## src/vfcm_ram.sv

```systemverilog
// Generic single-port RAM with registered read data.
// One address per cycle, write or read; read returns the old contents.
// No dependencies.
module vfcm_ram #(
	parameter int WIDTH = 8,
	parameter int DEPTH = 256
) (
	input  logic                     clk,
	input  logic [$clog2(DEPTH)-1:0] addr,
	input  logic                     we,
	input  logic [WIDTH-1:0]         wdata,
	output logic [WIDTH-1:0]         rdata
);

	logic [WIDTH-1:0] mem [DEPTH];

	// Storage array and read register
	always_ff @(posedge clk) begin
		if (we) begin
			mem[addr] <= wdata;
		end
		rdata <= mem[addr];
	end

endmodule

```

## config.mk

```make
export PLATFORM = sky130hd
export DESIGN_NAME = vfcm_ram
export DESIGN_NICKNAME = d
export VERILOG_FILES = /design/src/vfcm_ram.sv
export SDC_FILE = /design/constraint.sdc
export NUM_CORES = 2
export LEC_CHECK = 0
export ABC_CLOCK_PERIOD_IN_PS = 3000
export BUFFER_PORTS_ARGS = -buffer_cell sky130_fd_sc_hd__buf_4
export CAP_MARGIN = 10
export CELL_PAD_IN_SITES_DETAIL_PLACEMENT = 1
export CELL_PAD_IN_SITES_GLOBAL_PLACEMENT = 1
export CORE_UTILIZATION = 35
export CTS_CLUSTER_SIZE = 25
export DETAILED_ROUTE_END_ITERATION = 8
export PLACE_DENSITY = 0.54
export REMOVE_ABC_BUFFERS = 1
export SYNTH_ARGS = -nofsm -noshare
export SYNTH_HDL_FRONTEND = slang
export SYNTH_SLANG_ARGS = --single-unit
```

## constraint.sdc

```tcl
create_clock -name clk -period 3 [get_ports clk]
set_input_delay 0.45 -clock clk [delete_from_list [all_inputs] [get_ports clk]]
set_output_delay 0.45 -clock clk [all_outputs]
set_load 0.05 [all_outputs]
```

# ---- After elaboration in Yosys (flattened, before gate mapping)
# Memories as Yosys holds them, arrays and structs flattened. A register that Yosys moved wholly into a read port is not among the register bits.
# Cells that the tools add are included.
# Widths: inputs -> output; s select.
dict set report classes {
  mux 2
}
# op n
set ops {}
lappend ops {{$mux 1} 2}
dict set report totals {
  register_bits 0
  n_memories 1
  wordCells 3
  ram_bits 2048
  input_bits 18
  out_inout_bits 8
}
# name words width read_ports rd_clocked_by_memory_dff wr line_no
set memory_table {}
lappend memory_table {mem 256 8 1 1 1 15} ;# logic [WIDTH-1:0] mem [DEPTH];

# ---- Longest topological paths before layout
dict set report logic_depth {
  word_depth 2
  mapped_depth 10
  ltp_nobuf 5
}

# ---- Worst setup path after synthesis
# Ideal clock, no wire load.
dict set report synth_path {
  path_kind {input -> register}
  startpoint {input addr[1]}
  endpoint {memory mem[111][0] (enable)}
  setup_slack_ns 0.331
  setup_ns 0.370
  path_buffers 5
  arrival_time_ns 2.299
  stages 9
  path_cell_list {buf_2 -> clkbuf_1 -> clkbuf_1 -> nand2_1 -> buf_2 -> nor2_1 -> nand2_1 -> clkbuf_1 -> nor2_1}
}
# element line_no
set synth_rtl {}
lappend synth_rtl {{from (decl)} 9} ;# input logic [$clog2(DEPTH)-1:0] addr,
lappend synth_rtl {{to (decl)} 15}
# Straight into the memory's write port.

==> summary.md <==
| Metric | Value |
|---|---|
| Hold slack final | `0.0533 ns` |
| Critical Path AT | `roughly 3.6 ns` |
| Most frequent CP cell | `buf_4` |
| Initial Utilization | `0.353` |
| Share of cells above drive strength 1 | `0.343` |
| Leak Pwr | `between 20 and 30 nW` |
| Yosys warnings | `0` |
| Initial antenna violation count | `12` |
| Die H | `476 microns` |
| Inserted Clock Buffers | `roughly 210` |
| CP Capture Type | `flop` |
| Startpoint Class | `input pin` |
| Max-slew violation count | `0` |
| Largest net degree at the start of global routing | `approximately 120` |
| Final nets | `~4200` |
| Clock transition at the registers of the reported paths | `~0.060 ns` |
| GRT Overall Usage | `0.194` |
| Register area share after synthesis | `0.786` |
| Clk buf depth | `3` |
| CP Cell Sequence | `buf_8, buf_4, buf_12, buf_4, mux4_2, a22oi_1, a21oi_1, o41ai_1, buf_4, nand4_1` |
| Critical Path RT | `3.71 ns` |
| Final instance area | `0.0944 sq mm` |
| PD cells | `654 mW/mm^2` |
| Port bufs | `25` |
| DRC Markers | `0` |
| Core Area | `0.223 sq mm` |
| Status | `finished, final reports clean` |
| Io pins | `26` |
| Crit-path max cell delay | `0.78 ns` |
| Via count | `between 30000 and 40000` |
| Dpl hpwl | `138 mm` |
| Endpoints failing hold | `0` |
| Pre-antenna DRT Iters | `5` |
| Slew HR | `0.339` |
| Root Driver | `clkbuf_16` |
| Vias/cell | `5.31` |
| Routed length per instance | `29.6 microns` |
| Syn Area/Cell | `22.1 sq um` |
| Synthesis-to-finish area growth | `20.2%` |
| Yosys cell types | `22` |
| Worst Max-Slew Pin Slew | `0.980 ns` |
| Total gr overflow | `0` |
| RSZ-0062 raised after global routing | `false` |
| Drt total wl | `218 mm` |
| Clk_lat worst skew | `0.85 ns` |
| Worst Clk Skew | `approximately 0.040 ns` |
| Maxcap violations | `0` |
| Synthesized area | `0.0785 sq mm` |
| CP Class | `in2reg` |
| Period utilization | `0.960` |
| H-tree levels | `4` |
| Vias in the first global route | `41200` |
| Iteration-0 DRC Markers | `3908` |
| CTS sink cnt | `2056` |
| Synth Register Bits | `2056` |
| GPL Wtd Cong | `0.787` |
| Hold WC Path Type | `in2reg` |
| CTS tree | `built` |
| Cell Rows | `173` |
| Crit Path Max Fanout | `19` |
| Hold_buf cts | `0` |
| Synthesized instance count | `3547` |
| FMAX | `0.347 GHz` |
| Die X | `476 microns` |
| Post-DRT Antenna Nets | `0` |
| Final setup vio count | `0` |
| Area after DPL | `roughly 0.087 sq mm` |
| Die ar. | `~0.23 sq mm` |
| Min cycle time layout | `2.88 ns` |
| Global-route wire length before repair | `312 mm` |
| Worst path slowest cell | `o41ai_1` |
| Worst VDD drop | `between 400 and 500 uV` |
synthesized netlist by cell type:
cell / count / area (sq um)
a21oi_1: 128 / 641
a22oi_1: 256 / 1920
and2_1: 3 / 18.8
buf_1: 19 / 71.3
buf_2: 36 / 180
buf_4: 16 / 120
buf_6: 16 / 180
clkbuf_1: 145 / 544
dfxtp_1: 8 / 160
edfxtp_1: 2048 / 61500
inv_1: 1 / 3.75
mux4_2: 512 / 11500
nand2_1: 28 / 105
nand2b_1: 6 / 37.5
nand3_1: 13 / 65.1
nand4_1: 8 / 50.1
nor2_1: 232 / 871
nor2b_1: 7 / 43.8
nor3_1: 30 / 150
o41ai_1: 32 / 280
or2_2: 2 / 12.5
or3_1: 1 / 6.26
critical path: cells and delay by family:
family,cells,cell delay [ns]
compound gates,3,1.32
buf+inv,5,1.18
simple gates,1,0.11
mux,1,0.49
worst paths after layout:
| path | from | to | slack [ns] | depth (start not counted) |
|---|---|---|---|---|
| setup / recovery | addr[0] | rdata[5]$_DFF_P_ | 0.12 | 10 |
| hold / removal | wdata[0] | mem[203][0]$_DFFE_PP_ | 0.05 | 1 |
| setup reg to reg | mem[171][0]$_DFFE_PP_ | rdata[0]$_DFF_P_ | 0.23 | 8 |
| hold reg to reg | mem[18][6]$_DFFE_PP_ | rdata[6]$_DFF_P_ | 1.04 | 6 |
logic make-up after synthesis:
| kind of cell | share of synthesized area |
|---|---|
| flops | 0.786 |
| mux | 0.147 |
| simple gates | 0.0173 |
| compound gates | 0.0362 |
| buf+inv | 0.0140 |
where the power goes:
part	internal (W)	switching, W	leakage (nW)
logic	0.00124	0.00196	7.95
clock network	0.0157	0.0111	3.42
registers	0.0317	0.0000535	18.5
total	0.0486	0.0131	29.8
registers in the layout (all words and copies together), names as in the netlist:
name   count
mem     2048
rdata      8
layout by cell type, fill, tap and decap left out, types with 2 or more instances in the layout:
master	Yosys	final
nand3_1	13	5
o41ai_2	0	3
dfxtp_1	8	8
clkinv_1	0	51
clkinv_16	0	2
clkinv_8	0	3
diode_2	0	6
a22oi_1	256	256
nand2b_1	6	4
inv_16	0	2
nor2_1	232	231
buf_12	0	76
inv_6	0	2
a21oi_1	128	128
nor2b_1	7	5
clkinv_4	0	2
clkbuf_16	0	214
nand2b_2	0	2
edfxtp_1	2048	2048
or2_2	2	2
and2_1	3	2
clkinvlp_4	0	8
nand4_1	8	8
clkinv_2	0	35
buf_4	16	587
nor2b_4	0	2
mux4_2	512	512
nand2_1	28	27
o41ai_1	32	29
nor3_1	30	30
clkbuf_1	145	42
bufinv_16	0	31
nand3_2	0	8
buf_8	0	10
layout make-up:
class,count,area [sq um]
sequential,2056,61700
multi-input combinational,1258,15800
antenna,6,15.0
tap,2975,3720
fill,20800,128000
clock buffer,256,5510
timing repair buffer,673,6080
inverter,1,3.75
clock inverter,136,1540
routing by layer:
metal  global-route usage  vias up  wire length, microns
met5                    0        -                     0
met4               0.0484        0                  4900
li1                     -    16400                     -
met1                0.275    21300                 96100
met2                0.315     1057                106000
met3               0.0264      273                 10900
through the flow:
| step | setup WS (ns) | std cells | TNS (ns) | util | total power (W) |
|---|---|---|---|---|---|
| floorplan | -4.30 | 3315 | -5691.15 | - | 0.0334 |
| global placement | -1.37 | 6962 | -6.16 | 0.392 | 0.0356 |
| detailed placement | -0.805 | 6963 | -5.04 | 0.392 | 0.0356 |
| CTS | 0.0911 | 7355 | 0 | 0.424 | 0.0624 |
| global route | 0.000602 | 7355 | 0 | 0.424 | 0.0635 |
| finish | 0.119 | 7361 | 0 | 0.424 | 0.0618 |
repair_timing:
action,in CTS,in global routing
gates resized for setup,0,1
endpoints found under the setup margin,0,1
setup buffers,0,0
(Power assumes the default switching activity.)
